File: src/rtl/rect_obstacle_collision_table_assert.svh
// ----------------------------------------------------------------------------
// rect_obstacle_collision_table_assert.svh
// Assertion macros for the obstacle collision table. They expand to nothing
// when SYNTHESIS is defined.
// ----------------------------------------------------------------------------
`ifndef RECT_OBSTACLE_COLLISION_TABLE_ASSERT_SVH
`define RECT_OBSTACLE_COLLISION_TABLE_ASSERT_SVH

`ifndef SYNTHESIS
`define ROCT_ASSERT(lbl, expr) \
    lbl: assert property (@(posedge aclk) disable iff (!aresetn) (expr)) \
        else $error("%m: check failed");
`define ROCT_ASSERT_NEXT(lbl, ante, cons) \
    lbl: assert property (@(posedge aclk) disable iff (!aresetn) (ante) |=> (cons)) \
        else $error("%m: check failed");
`else
`define ROCT_ASSERT(lbl, expr)
`define ROCT_ASSERT_NEXT(lbl, ante, cons)
`endif

`endif

File: src/rtl/roct_pkg.sv
`timescale 1ns / 1ps
// ----------------------------------------------------------------------------
// roct_pkg
// Types and constants shared by the obstacle collision table.
// ----------------------------------------------------------------------------
package roct_pkg;

    localparam int MAX_RECTS     = 64;
    localparam int COORD_BITS    = 16;
    localparam int SIZE_BITS     = 12;
    localparam int IDX_BITS      = $clog2(MAX_RECTS);
    localparam int CNT_BITS      = $clog2(MAX_RECTS + 1);
    localparam int POS_W         = 2 * COORD_BITS;
    localparam int SIZE_W        = 2 * SIZE_BITS;
    localparam int CFG_ADDR_BITS = 3;
    localparam int CFG_IDX_BITS  = CFG_ADDR_BITS - 2;
    localparam int APB_DATA_W    = 32;

    localparam logic [CFG_IDX_BITS-1:0] REG_PLAYER_WIDTH  = 1'b0;
    localparam logic [CFG_IDX_BITS-1:0] REG_PLAYER_HEIGHT = 1'b1;

    typedef enum logic [2:0] {
        ACT_APPEND = 3'd0,
        ACT_REMOVE = 3'd1,
        ACT_MOVE   = 3'd2,
        ACT_BOX    = 3'd3,
        ACT_POINT  = 3'd4
    } action_t;

    typedef enum logic [1:0] {
        STS_OK    = 2'd0,
        STS_FULL  = 2'd1,
        STS_RANGE = 2'd2
    } status_t;

    typedef enum logic [4:0] {
        ST_IDLE   = 5'b00001,
        ST_EXEC   = 5'b00010,
        ST_SHIFT  = 5'b00100,
        ST_SCAN   = 5'b01000,
        ST_FINISH = 5'b10000
    } state_t;

endpackage

File: src/rtl/roct_ram.sv
`timescale 1ns / 1ps
// ----------------------------------------------------------------------------
// roct_ram
// Simple dual-port RAM: one write port, one read port with registered data.
// ----------------------------------------------------------------------------
module roct_ram #(
    parameter int WIDTH = 32,
    parameter int DEPTH = 64
) (
    input  logic                     clk,
    input  logic                     we,
    input  logic [$clog2(DEPTH)-1:0] waddr,
    input  logic [WIDTH-1:0]         wdata,
    input  logic [$clog2(DEPTH)-1:0] raddr,
    output logic [WIDTH-1:0]         rdata
);

    logic [WIDTH-1:0] mem [DEPTH];

    always_ff @(posedge clk) begin
        if (we) begin
            mem[waddr] <= wdata;
        end
        rdata <= mem[raddr];
    end

endmodule

File: src/rtl/rect_obstacle_collision_table.sv
`timescale 1ns / 1ps
// ----------------------------------------------------------------------------
// rect_obstacle_collision_table
// Ordered table of axis-aligned obstacle rectangles with collision queries.
// ----------------------------------------------------------------------------
// Usage:
//   s_* carries one action per transaction: append, remove, move, box query
//   or point query. m_* returns one result per transaction: hit, status and
//   the entry count after the action. The APB port sets the player box size.
//   One action is in flight at a time; s_ready is high while the block is
//   idle, even if the previous result still waits in the output register.
//   Append, move, unused codes and rejected actions go from EXEC to FINISH.
//   Remove: entries above the index are shifted down one per cycle through
//   the table RAM, then the entry count drops by one.
//   Queries: every valid entry is read once through the RAM read port.
//   s_ready rises in the same cycle as a result enters the output register.
//   Reset empties the table (count to zero, no clearing pass) and clears the
//   player size. When m_ready is low, a finished result waits in the control
//   logic until the output register frees up.
// ----------------------------------------------------------------------------
`include "rect_obstacle_collision_table_assert.svh"

module rect_obstacle_collision_table (
    input  logic                                  aclk,
    input  logic                                  aresetn,
    input  logic                                  s_valid,
    output logic                                  s_ready,
    input  logic [2:0]                            s_action,
    input  logic [roct_pkg::IDX_BITS-1:0]         s_entry_index,
    input  logic signed [roct_pkg::COORD_BITS-1:0] s_pos_x,
    input  logic signed [roct_pkg::COORD_BITS-1:0] s_pos_y,
    input  logic [roct_pkg::SIZE_BITS-1:0]        s_rect_w,
    input  logic [roct_pkg::SIZE_BITS-1:0]        s_rect_h,
    output logic                                  m_valid,
    input  logic                                  m_ready,
    output logic                                  m_hit,
    output logic [1:0]                            m_status,
    output logic [roct_pkg::CNT_BITS-1:0]         m_entry_count,
    input  logic                                  psel,
    input  logic                                  penable,
    input  logic                                  pwrite,
    input  logic [roct_pkg::CFG_ADDR_BITS-1:0]    paddr,
    input  logic [roct_pkg::APB_DATA_W-1:0]       pwdata,
    output logic [roct_pkg::APB_DATA_W-1:0]       prdata,
    output logic                                  pready
);

    localparam int CW = roct_pkg::COORD_BITS;
    localparam int SW = roct_pkg::SIZE_BITS;
    localparam int IW = roct_pkg::IDX_BITS;
    localparam int NW = roct_pkg::CNT_BITS;
    localparam int EW = CW + 1;

    // configuration
    logic [SW-1:0]                     player_w_reg;
    logic [SW-1:0]                     player_h_reg;
    logic [roct_pkg::CFG_IDX_BITS-1:0] cfg_idx;

    assign pready  = 1'b1;
    assign cfg_idx = paddr[roct_pkg::CFG_ADDR_BITS-1:2];

    always_ff @(posedge aclk) begin
        if (!aresetn) begin
            player_w_reg <= '0;
            player_h_reg <= '0;
        end else if (psel && penable && pwrite && pready) begin
            case (cfg_idx)
                roct_pkg::REG_PLAYER_WIDTH:  player_w_reg <= pwdata[SW-1:0];
                roct_pkg::REG_PLAYER_HEIGHT: player_h_reg <= pwdata[SW-1:0];
                default: ;
            endcase
        end
    end

    always_comb begin
        case (cfg_idx)
            roct_pkg::REG_PLAYER_WIDTH:
                prdata = {{(roct_pkg::APB_DATA_W-SW){1'b0}}, player_w_reg};
            roct_pkg::REG_PLAYER_HEIGHT:
                prdata = {{(roct_pkg::APB_DATA_W-SW){1'b0}}, player_h_reg};
            default: prdata = '0;
        endcase
    end

    // control and item registers
    roct_pkg::state_t         state_reg, state_next;
    logic [NW-1:0]            count_reg, count_next;
    logic [NW-1:0]            rd_ptr_reg, rd_ptr_next;
    logic                     pend_reg, pend_next;
    logic [IW-1:0]            shift_wa_reg, shift_wa_next;
    logic                     hit_reg, hit_next;
    logic [1:0]               status_reg, status_next;
    logic [2:0]               act_reg;
    logic [IW-1:0]            idx_reg;
    logic signed [CW-1:0]     px_reg, py_reg;
    logic [SW-1:0]            rw_reg, rh_reg;
    logic                     m_valid_reg;
    logic                     m_hit_reg;
    logic [1:0]               m_status_reg;
    logic [NW-1:0]            m_count_reg;
    logic                     s_fire;
    logic                     rd_en;
    logic                     idx_bad;

    // table RAMs
    logic                     pos_we, size_we;
    logic [IW-1:0]            wr_addr;
    logic [roct_pkg::POS_W-1:0]  pos_wdata, pos_rdata;
    logic [roct_pkg::SIZE_W-1:0] size_wdata, size_rdata;

    // overlap test on the entry read last cycle
    logic signed [EW-1:0]     ax_lo, ax_hi, ay_lo, ay_hi;
    logic signed [EW-1:0]     bx_lo, bx_hi, by_lo, by_hi;
    logic [SW-1:0]            qw, qh;
    logic                     entry_hit;

    assign s_ready = (state_reg == roct_pkg::ST_IDLE);
    assign s_fire  = s_valid && s_ready;
    assign rd_en   = (rd_ptr_reg < count_reg);
    assign idx_bad = (NW'(idx_reg) >= count_reg);

    always_comb begin
        qw = (act_reg == roct_pkg::ACT_BOX) ? player_w_reg : '0;
        qh = (act_reg == roct_pkg::ACT_BOX) ? player_h_reg : '0;
        ax_lo = {px_reg[CW-1], px_reg};
        ay_lo = {py_reg[CW-1], py_reg};
        ax_hi = ax_lo + $signed({{(EW-SW){1'b0}}, qw});
        ay_hi = ay_lo + $signed({{(EW-SW){1'b0}}, qh});
        bx_lo = {pos_rdata[CW-1], pos_rdata[CW-1:0]};
        by_lo = {pos_rdata[2*CW-1], pos_rdata[2*CW-1:CW]};
        bx_hi = bx_lo + $signed({{(EW-SW){1'b0}}, size_rdata[SW-1:0]});
        by_hi = by_lo + $signed({{(EW-SW){1'b0}}, size_rdata[2*SW-1:SW]});
        entry_hit = (ax_lo <= bx_hi) && (bx_lo <= ax_hi) &&
                    (ay_lo <= by_hi) && (by_lo <= ay_hi);
    end

    always_comb begin
        state_next    = state_reg;
        count_next    = count_reg;
        rd_ptr_next   = rd_ptr_reg;
        pend_next     = pend_reg;
        shift_wa_next = shift_wa_reg;
        hit_next      = hit_reg;
        status_next   = status_reg;
        pos_we        = 1'b0;
        size_we       = 1'b0;
        wr_addr       = count_reg[IW-1:0];
        pos_wdata     = {py_reg, px_reg};
        size_wdata    = {rh_reg, rw_reg};

        case (state_reg)
            roct_pkg::ST_IDLE: begin
                if (s_fire) begin
                    state_next = roct_pkg::ST_EXEC;
                end
            end
            roct_pkg::ST_EXEC: begin
                hit_next    = 1'b0;
                status_next = roct_pkg::STS_OK;
                pend_next   = 1'b0;
                state_next  = roct_pkg::ST_FINISH;
                case (act_reg)
                    roct_pkg::ACT_APPEND: begin
                        if (count_reg >= NW'(roct_pkg::MAX_RECTS)) begin
                            status_next = roct_pkg::STS_FULL;
                        end else begin
                            pos_we     = 1'b1;
                            size_we    = 1'b1;
                            count_next = count_reg + 1'b1;
                        end
                    end
                    roct_pkg::ACT_REMOVE: begin
                        if (idx_bad) begin
                            status_next = roct_pkg::STS_RANGE;
                        end else begin
                            rd_ptr_next = NW'(idx_reg) + 1'b1;
                            state_next  = roct_pkg::ST_SHIFT;
                        end
                    end
                    roct_pkg::ACT_MOVE: begin
                        if (idx_bad) begin
                            status_next = roct_pkg::STS_RANGE;
                        end else begin
                            pos_we  = 1'b1;
                            wr_addr = idx_reg;
                        end
                    end
                    roct_pkg::ACT_BOX, roct_pkg::ACT_POINT: begin
                        rd_ptr_next = '0;
                        state_next  = roct_pkg::ST_SCAN;
                    end
                    default: ;
                endcase
            end
            roct_pkg::ST_SHIFT: begin
                // read entry i+2 while entry i gets entry i+1, the data read last cycle
                pos_we        = pend_reg;
                size_we       = pend_reg;
                wr_addr       = shift_wa_reg;
                pos_wdata     = pos_rdata;
                size_wdata    = size_rdata;
                pend_next     = rd_en;
                shift_wa_next = IW'(rd_ptr_reg - 1'b1);
                if (rd_en) begin
                    rd_ptr_next = rd_ptr_reg + 1'b1;
                end
                if (!rd_en && !pend_reg) begin
                    count_next = count_reg - 1'b1;
                    state_next = roct_pkg::ST_FINISH;
                end
            end
            roct_pkg::ST_SCAN: begin
                pend_next = rd_en;
                if (rd_en) begin
                    rd_ptr_next = rd_ptr_reg + 1'b1;
                end
                if (pend_reg && entry_hit) begin
                    hit_next = 1'b1;
                end
                if (!rd_en && !pend_reg) begin
                    state_next = roct_pkg::ST_FINISH;
                end
            end
            roct_pkg::ST_FINISH: begin
                if (!m_valid_reg || m_ready) begin
                    state_next = roct_pkg::ST_IDLE;
                end
            end
            default: state_next = roct_pkg::ST_IDLE;
        endcase
    end

    always_ff @(posedge aclk) begin
        if (!aresetn) begin
            state_reg  <= roct_pkg::ST_IDLE;
            count_reg  <= '0;
            rd_ptr_reg <= '0;
            pend_reg   <= 1'b0;
            hit_reg    <= 1'b0;
            status_reg <= roct_pkg::STS_OK;
        end else begin
            state_reg  <= state_next;
            count_reg  <= count_next;
            rd_ptr_reg <= rd_ptr_next;
            pend_reg   <= pend_next;
            hit_reg    <= hit_next;
            status_reg <= status_next;
        end
    end

    always_ff @(posedge aclk) begin
        shift_wa_reg <= shift_wa_next;
        if (s_fire) begin
            act_reg <= s_action;
            idx_reg <= s_entry_index;
            px_reg  <= s_pos_x;
            py_reg  <= s_pos_y;
            rw_reg  <= s_rect_w;
            rh_reg  <= s_rect_h;
        end
    end

    // output register
    always_ff @(posedge aclk) begin
        if (!aresetn) begin
            m_valid_reg <= 1'b0;
        end else if (state_reg == roct_pkg::ST_FINISH && (!m_valid_reg || m_ready)) begin
            m_valid_reg <= 1'b1;
        end else if (m_ready) begin
            m_valid_reg <= 1'b0;
        end
    end

    always_ff @(posedge aclk) begin
        if (state_reg == roct_pkg::ST_FINISH && (!m_valid_reg || m_ready)) begin
            m_hit_reg    <= hit_reg;
            m_status_reg <= status_reg;
            m_count_reg  <= count_reg;
        end
    end

    assign m_valid       = m_valid_reg;
    assign m_hit         = m_hit_reg;
    assign m_status      = m_status_reg;
    assign m_entry_count = m_count_reg;

    roct_ram #(
        .WIDTH (roct_pkg::POS_W),
        .DEPTH (roct_pkg::MAX_RECTS)
    ) u_pos_ram (
        .clk   (aclk),
        .we    (pos_we),
        .waddr (wr_addr),
        .wdata (pos_wdata),
        .raddr (rd_ptr_reg[IW-1:0]),
        .rdata (pos_rdata)
    );

    roct_ram #(
        .WIDTH (roct_pkg::SIZE_W),
        .DEPTH (roct_pkg::MAX_RECTS)
    ) u_size_ram (
        .clk   (aclk),
        .we    (size_we),
        .waddr (wr_addr),
        .wdata (size_wdata),
        .raddr (rd_ptr_reg[IW-1:0]),
        .rdata (size_rdata)
    );

    `ROCT_ASSERT(a_count_max, count_reg <= NW'(roct_pkg::MAX_RECTS))
    `ROCT_ASSERT(a_scan_no_write, (state_reg == roct_pkg::ST_SCAN) |-> (!pos_we && !size_we))
    `ROCT_ASSERT_NEXT(a_scan_keeps_count, state_reg == roct_pkg::ST_SCAN, $stable(count_reg))
    `ROCT_ASSERT(a_shift_in_table,
        (state_reg == roct_pkg::ST_SHIFT && pend_reg) |-> (NW'(shift_wa_reg) < count_reg))
    `ROCT_ASSERT_NEXT(a_result_from_finish, !m_valid_reg || m_ready,
        !m_valid_reg || $past(state_reg) == roct_pkg::ST_FINISH)

endmodule

File: config.mk
export PLATFORM = sky130hd
export DESIGN_NAME = rect_obstacle_collision_table
export DESIGN_NICKNAME = d
export VERILOG_FILES = /design/src/rtl/roct_pkg.sv /design/src/rtl/roct_ram.sv /design/src/rtl/rect_obstacle_collision_table.sv
export VERILOG_INCLUDE_DIRS = /design/src /design/src/rtl
export SDC_FILE = /design/constraint.sdc
export NUM_CORES = 2
export LEC_CHECK = 0
export ABC_CLOCK_PERIOD_IN_PS = 5500
export BUFFER_PORTS_ARGS = -buffer_cell sky130_fd_sc_hd__buf_2
export CAP_MARGIN = 20
export CORE_ASPECT_RATIO = 1.5
export CORE_MARGIN = 4
export CORE_UTILIZATION = 35
export DETAILED_ROUTE_END_ITERATION = 10
export PLACE_DENSITY_LB_ADDON = 0.05
export SLEW_MARGIN = 20
export SYNTH_ARGS = -nofsm -noshare
export SYNTH_HDL_FRONTEND = slang
export SYNTH_SLANG_ARGS = --single-unit
File: constraint.sdc
create_clock -name aclk -period 5.5 [get_ports aclk]
set_input_delay 1.65 -clock aclk [delete_from_list [all_inputs] [get_ports aclk]]
set_output_delay 1.65 -clock aclk [all_outputs]
set_load 0.005 [all_outputs]
Word-level counts from Yosys, hierarchy flattened
Memories as Yosys holds them, arrays and structs flattened. A register that Yosys moved wholly into a read port is not among the register bits.
Index checks and enable logic that the tools add are counted.
{"block": "word_totals", "elab_cells": 124, "ramBits": 3584, "memories": 2, "in_bits": 107, "reg_bits": 129}
{"memory": "u_pos_ram.mem", "depth": 64, "word_bits": 32, "rd": 1, "rd_ports_with_merged_regs": 1, "wr": 1, "line_no": "roct_ram.sv:18", "text": "logic [WIDTH-1:0] mem [DEPTH];"}
{"memory": "u_size_ram.mem", "depth": 64, "word_bits": 24, "rd": 1, "rd_ports_with_merged_regs": 1, "wr": 1, "line_no": "roct_ram.sv:18"}
{"block": "op_classes", "addsub": 9, "muxes": 40, "n_eq_ne": 19, "magnitude_cmp": 7, "bitwise_logic": 1, "n_reduce_logical": 27}
{"cell": "16-bit by 13-bit adder with 17-bit output", "n": 4}
{"cell": "16-bit by 17-bit less-or-equal comparator with 1-bit output", "n": 4}
{"cell": "32-bit one-hot mux with 2 select lines", "n": 1}
{"cell": "7-bit one-hot mux with 2 select lines", "n": 3}
{"cell": "7-bit two-way mux", "n": 5}
{"cell": "32-bit two-way mux", "n": 1}
{"cell": "12-bit two-way mux", "n": 2}
{"cell": "24-bit two-way mux", "n": 1}
{"cell": "5-bit two-way mux", "n": 4}
{"cell": "5-bit one-hot mux with 4 select lines", "n": 1}
{"cell": "7-bit by 1-bit adder with 7-bit output (second input constant)", "n": 2}
{"cell": "6-bit two-way mux", "n": 2}
{"cell": "6-bit one-hot mux with 2 select lines", "n": 1}
{"cell": "1-bit two-way mux", "n": 11}
{"cell": "2-bit by 1-bit inequality test with 1-bit output (second input constant)", "n": 5}
{"cell": "1-bit one-hot mux with 2 select lines", "n": 5}
{"cell": "5-bit one-hot mux with 2 select lines", "n": 1}
{"cell": "1-bit logical AND", "n": 9}
{"cell": "4-bit AND reduction", "n": 2}
{"cell": "2-bit nonzero test", "n": 4}
{"cell": "6-bit by 1-bit adder with 7-bit output (second input constant)", "n": 1}
{"cell": "6-bit by 7-bit greater-or-equal comparator with 1-bit output", "n": 1}
{"cell": "7-bit greater-or-equal comparator (second input constant)", "n": 1}
{"cell": "7-bit < comparator", "n": 1}
{"cell": "other kinds (22)", "n": 31}

Longest topological paths before layout
{"block": "logic_depth", "ltp_word": 10, "ltp_mapped": 20, "depth_no_buf": 20}

Modules after synthesis
Synthesis repeated with hierarchy kept, for this count alone.
{"block": "hier_totals", "cells_unflattened": 7115, "area_unflattened_um2": 147956.9}
{"mod": "roct_ram (u_pos_ram)", "seq_area_each_um2": 62139.6, "cells_each": 3324, "area_each_um2": 78515.3, "n_inst": 1}
{"mod": "roct_ram (u_size_ram)", "seq_area_each_um2": 46604.7, "cells_each": 2610, "area_each_um2": 59295.6, "n_inst": 1}
{"mod": "rect_obstacle_collision_table", "seq_area_each_um2": 3393.3, "cells_each": 1181, "area_each_um2": 10146.0, "n_inst": 1}

Least setup slack after synthesis
OpenSTA, ideal clock, no wires.
{"block": "synth_timing", "kind": "flip-flop to flip-flop", "from": "register count_reg[4]", "to": "memory u_pos_ram.mem[16][0] (enable)", "synth_period_minus_slack_ns": 4.894, "setup_ns": 0.461, "path_stages_with_launch": 11, "slack_ns": 0.606, "t_arrival_ns": 4.433, "path_cell_list": "dfxtp_1 inv_1 ha_1 a211oi_1 nor3_1 a211oi_2 nor2_2 a221oi_4 nand2_1 clkbuf_1 nor3_1"}
{"block": "synth_between", "elab_chain_len": 6, "elab_cells_between_ends": 11}
{"element": "start, declared", "line_no": "rect_obstacle_collision_table.sv:87", "text": "logic [NW-1:0] count_reg, count_next;"}
{"element": "start signal, assigned", "line_no": "rect_obstacle_collision_table.sv:243", "text": "count_reg <= count_next;"}
{"element": "6-bit by 7-bit greater-or-equal comparator with 1-bit output or 7-bit greater-or-equal comparator (tied branches)", "line_no": "rect_obstacle_collision_table.sv:120, rect_obstacle_collision_table.sv:164"}
{"element": "1-bit two-way mux, on equally long branches", "line_no": "rect_obstacle_collision_table.sv:181, rect_obstacle_collision_table.sv:164"}
{"element": "1-bit one-hot mux with 2 select lines", "line_no": "rect_obstacle_collision_table.sv:162", "text": "case (act_reg)"}
{"element": "1-bit one-hot mux with 2 select lines", "line_no": "rect_obstacle_collision_table.sv:151", "text": "case (state_reg)"}
{"element": "1-bit two-way mux", "line_no": "roct_ram.sv:21", "text": "if (we) begin"}
{"element": "1-bit two-way mux (not written as such)", "line_no": "roct_ram.sv:22", "text": "mem[waddr] <= wdata;"}
{"element": "end, declared", "line_no": "roct_ram.sv:18"}
Parallel ways exist; a longest one is shown, timed or not.

Worst setup path after layout
{"block": "layout_timing", "from": "register act_reg[0]", "to": "register hit_reg"}
{"block": "layout_between", "elab_chain_len": 10, "elab_cells_between_ends": 13}
{"element": "start, declared", "line_no": "rect_obstacle_collision_table.sv:93", "text": "logic [2:0] act_reg;"}
{"element": "start signal, assigned", "line_no": "rect_obstacle_collision_table.sv:254", "text": "act_reg <= s_action;"}
{"element": "3-bit by 2-bit == test with 1-bit output *", "line_no": "rect_obstacle_collision_table.sv:123, rect_obstacle_collision_table.sv:124"}
{"element": "12-bit two-way mux", "line_no": "rect_obstacle_collision_table.sv:123", "text": "qw = (act_reg == roct_pkg::ACT_BOX) ? player_w_reg : '0;"}
{"element": "16-bit by 13-bit adder with 17-bit output", "line_no": "rect_obstacle_collision_table.sv:127", "text": "ax_hi = ax_lo + $signed({{(EW-SW){1'b0}}, qw});"}
{"element": "16-bit by 17-bit less-or-equal comparator with 1-bit output", "line_no": "rect_obstacle_collision_table.sv:133", "text": "entry_hit = (ax_lo <= bx_hi) && (bx_lo <= ax_hi) &&"}
{"element": "1-bit logical AND (2 in series)", "line_no": "rect_obstacle_collision_table.sv:133"}
{"element": "1-bit logical AND *", "line_no": "rect_obstacle_collision_table.sv:134", "text": "(ay_lo <= by_hi) && (by_lo <= ay_hi);"}
{"element": "1-bit logical AND *", "line_no": "rect_obstacle_collision_table.sv:217", "text": "if (pend_reg && entry_hit) begin"}
{"element": "2-bit inequality test (no source line) *"}
{"element": "2-bit AND reduction (no source line) *"}
{"element": "end signal, assigned", "line_no": "rect_obstacle_collision_table.sv:246", "text": "hit_reg <= hit_next;"}
{"element": "end, declared", "line_no": "rect_obstacle_collision_table.sv:91", "text": "logic hit_reg, hit_next;"}
Every way passes the cells marked *; elsewhere a longest branch is shown, timed or not.
A chain may end at the register's enable or synchronous reset.

==> impl_results.md <==
- First-pass GRT wire length: 631.2 mm
- Most flops, register: u_pos_ram.mem
- Final net count: 7356
- Reg2reg start: act_reg[0]
- Clock transition at path regs: 0.07 ns
- Remaining global-route overflow: 0
- Worst slew margin: 21.36%
- Area contributors post-synth: edfxtp_1 75%, mux4_2 17%, dfxtp_1 1.4%
- Worst min path class: reg -> reg
- Max-cap violations: 0
- Status: finished clean
- Cell Rows: 291
- DP HPWL: 276.0 mm
- Crit start category: flip-flop
- Comb pwr share: 2.3%
- Fraction of registers with async set/reset: 0%
- Setup Total Neg Slack: 0 ns
- Max Buffers Root-to-Sink: 4
- Initial antenna violation count: 16
- Ports: 152
- Initial cell density of the core: 35.18%
- Syn_area_per_cell: 22.41 um^2
- Critical Path End Type: flip-flop
- Htree depth: 5
- Setup-failing EPs final: 0
- Max reg flops: 2048
- Pwr dens: 344.0 mW/mm^2
- Total CTS buffers: 382
- Placed inst area: 0.1582 mm^2
- DRT iter0 DRCs: 5694
- Int Power: 46.30 mW
- Worst hold path depth: 0
- Synthesized flop and latch total: 3769
- GPL Wtd Cong: 0.8078
- Die area: 0.4319 mm^2
- Top Registers: u_pos_ram.mem: 2048 flops, u_size_ram.mem: 1536 flops, u_pos_ram.rdata: 32 flops
- Die Span X: 537.9 um
- Largest net degree at the start of global routing: 71
- Vias: 70110
- Total global-route track usage: 21.11%
- CTS resizes: 0
- Post-layout instance area: 0.1703 mm^2
- Hold-fix buffers, CTS: 0
- Yosys top cell by area: edfxtp_1
- Reg2reg end: hit_reg
- Post-synth top area share: 74.65%
- Max FO, Critical Path: 26
- Final Max Slew Viols: 0
- Area of the multi-input gates: 0.03477 mm^2
- Worst hold start: status_reg[1]
- Switching pwr: 12.28 mW
- Final hold violation count: 0
- RSZ-0062 raised after global routing: false
- Sequential Power Share: 54.2%
- WL final: 459.8 mm
- Worst-Skew Late Latency: 0.97 ns
- Clock root cell: clkbuf_16
- Setup Fix Bufs, Post-CTS: 0
- Area Growth Syn to Fin: 15.51%
- Maximum achievable frequency: 202.6 MHz
- IO buf count: 108
- Primary FF master, synth: edfxtp_1
- Post-Syn Area: 0.1474 mm^2
- Tmin final: 4.936 ns
- Drt first pass iters: 7
- Pleak: 51.78 nW
- Worst endpoint data arrival time: 5.84 ns
- Synthesized instance count: 6580
- Clock power share: 43.4%
- Number of synthesized flops with an enable pin: 3665
- Yosys warns: 0
- Share of layout cells above drive strength 1: 31.50%
- Worst IR Drop VDD: 0.0002673 V
- Die Y: 802.9 um
- R2r setup slk: 0.56 ns
- Final period util: 89.74%
- Critical path data required time: 6.41 ns
- Detailed-route DRC error count: 0
- Vias in the first global route: 75600
- CORE AREA: 0.4191 mm^2
- Slew @ Worst Pin: 1.180 ns
- Post-DR wirelength/cell: 35.36 um
- CTS Sinks: 3769
- Number of library cell types mapped by synthesis: 72
- Hold EP: m_status[1]
- Fill count: 36890
- Switching Share: 20.96%
- Via density: 5.392
- Crit Path Category: reg -> reg
- Clk_skew: 0.04388 ns
- Pwr Total: 58.58 mW
- Worst reg2reg path depth: 21
- CTS tree: built
- DRT antenna net count: 0
- Post-synthesis sequential area ratio: 76.06%
- FF/Latch Area: 0.1122 mm^2
cell usage in the layout (no fill, tap or decap), drive strengths merged, types with 6 or more instances in the layout:
master,netlist,routed
a211oi,16,16
a21boi,34,34
a21o,21,21
a21oi,61,61
a22oi,115,115
a31oi,8,8
and2,6,6
and3,35,35
buf,163,480
bufinv,0,27
clkbuf,192,488
clkinv,0,165
clkinvlp,0,7
conb,2,21
dfxtp,104,104
diode,0,13
edfxtp,3665,3665
ha,136,136
inv,34,46
mux2,12,12
mux4,1120,1120
nand2,323,323
nand2b,14,14
nand3,47,47
nand4,23,23
nor2,136,136
nor2b,20,20
nor3,51,51
nor4,6,6
o211ai,10,10
o21a,14,14
o21ai,65,65
o21bai,8,8
or3,6,6
xnor2,27,27
xor2,39,39
worst max path at each step:
stage,to,depth (start not counted),slack (ns),from
floorplan,u_pos_ram.mem[16][0],10,0.61,count_reg[4]
CTS,hit_reg,21,0.62,act_reg[0]
finish,hit_reg,21,0.56,act_reg[0]
detailed placement,hit_reg,21,0.68,act_reg[0]
global route,hit_reg,21,0.23,act_reg[0]
global placement,hit_reg,21,0.55,act_reg[0]
cells in the mapped netlist, drive strengths merged (39+ instances only):
cell type  instances
ha               136
a22oi            115
edfxtp          3665
nor2             136
nand3             47
clkbuf           192
o21ai             65
dfxtp            104
nor3              51
a21oi             61
xor2              39
mux4            1120
nand2            323
buf              163
per-stage QoR:
| step | setup slack [ns] | util [%] | hold WS (ns) | instances |
|---|---|---|---|---|
| 2_1_floorplan | 0.6056 | - | 0.4081 | 6599 |
| 3_3_place_gp | 0.5460 | 37.74 | 0.4336 | 12290 |
| 3_5_place_dp | 0.6840 | 37.75 | 0.4290 | 12290 |
| 4_1_cts | 0.6192 | 40.61 | 0.4453 | 12990 |
| 5_1_grt | 0.2281 | 40.63 | 0.4644 | 12990 |
| 6_report | 0.5642 | 40.64 | 0.4524 | 13000 |
kinds of logic after synthesis:
| group | synth area share (%) |
|---|---|
| DFF | 76.06 |
| buffers and inverters | 1.158 |
| muxes | 17.21 |
| adders and majority gates | 1.222 |
| and+or+nand+nor | 2.117 |
| other | 0.005094 |
| AOI/OAI and AO/OA | 1.835 |
| xor gates and xnor gates | 0.3921 |
power by group through the flow:
| stage | combinational [mW] | sequential, mW | clock [mW] |
|---|---|---|---|
| 3_5_place_dp | 1.39 | 32.4 | 0 |
| 2_1_floorplan | 0.681 | 32.3 | 0 |
| 5_1_grt | 1.48 | 31.7 | 27.3 |
| 6_report | 1.36 | 31.8 | 25.4 |
| 4_1_cts | 1.39 | 31.8 | 26.2 |
| 3_3_place_gp | 1.34 | 32.4 | 0 |
worst max-delay path: stages (launching register included):
cell	delay, ns
edfxtp_1	0.47
nor2b_1	0.18
buf_4	0.21
and2_1	0.23
nand2_1	0.12
inv_1	0.06
ha_1	0.29
a211oi_1	0.30
o21ai_0	0.20
a21oi_1	0.23
o211ai_1	0.16
a31oi_1	0.35
nor2_1	0.10
xnor2_1	0.14
ha_1	0.33
a211oi_1	0.23
nand2_1	0.11
a211o_1	0.28
a211oi_1	0.22
nor3b_1	0.09
a2111oi_0	0.38
a32o_1	0.17
per-layer routing:
layer,global-route usage [%],share of wire (%),up-vias
met5,0,0,-
met4,7.834,4.5,0
met3,2.257,3.3,587
met2,39.52,55,1584
met1,24.73,37,38990
li1,-,-,28950
area by class of cell:
type | instances | area share (%)
repair buffers | 480 | 2.522
well taps | 5567 | 4.090
clock inverters | 211 | 1.053
flip-flops and latches | 3769 | 65.86
multi-input cells | 2441 | 20.42
diodes | 13 | 0.01910
inverters | 34 | 0.07568
clock buffers | 488 | 5.964
Note: power is estimated with default switching activity, not from simulation.
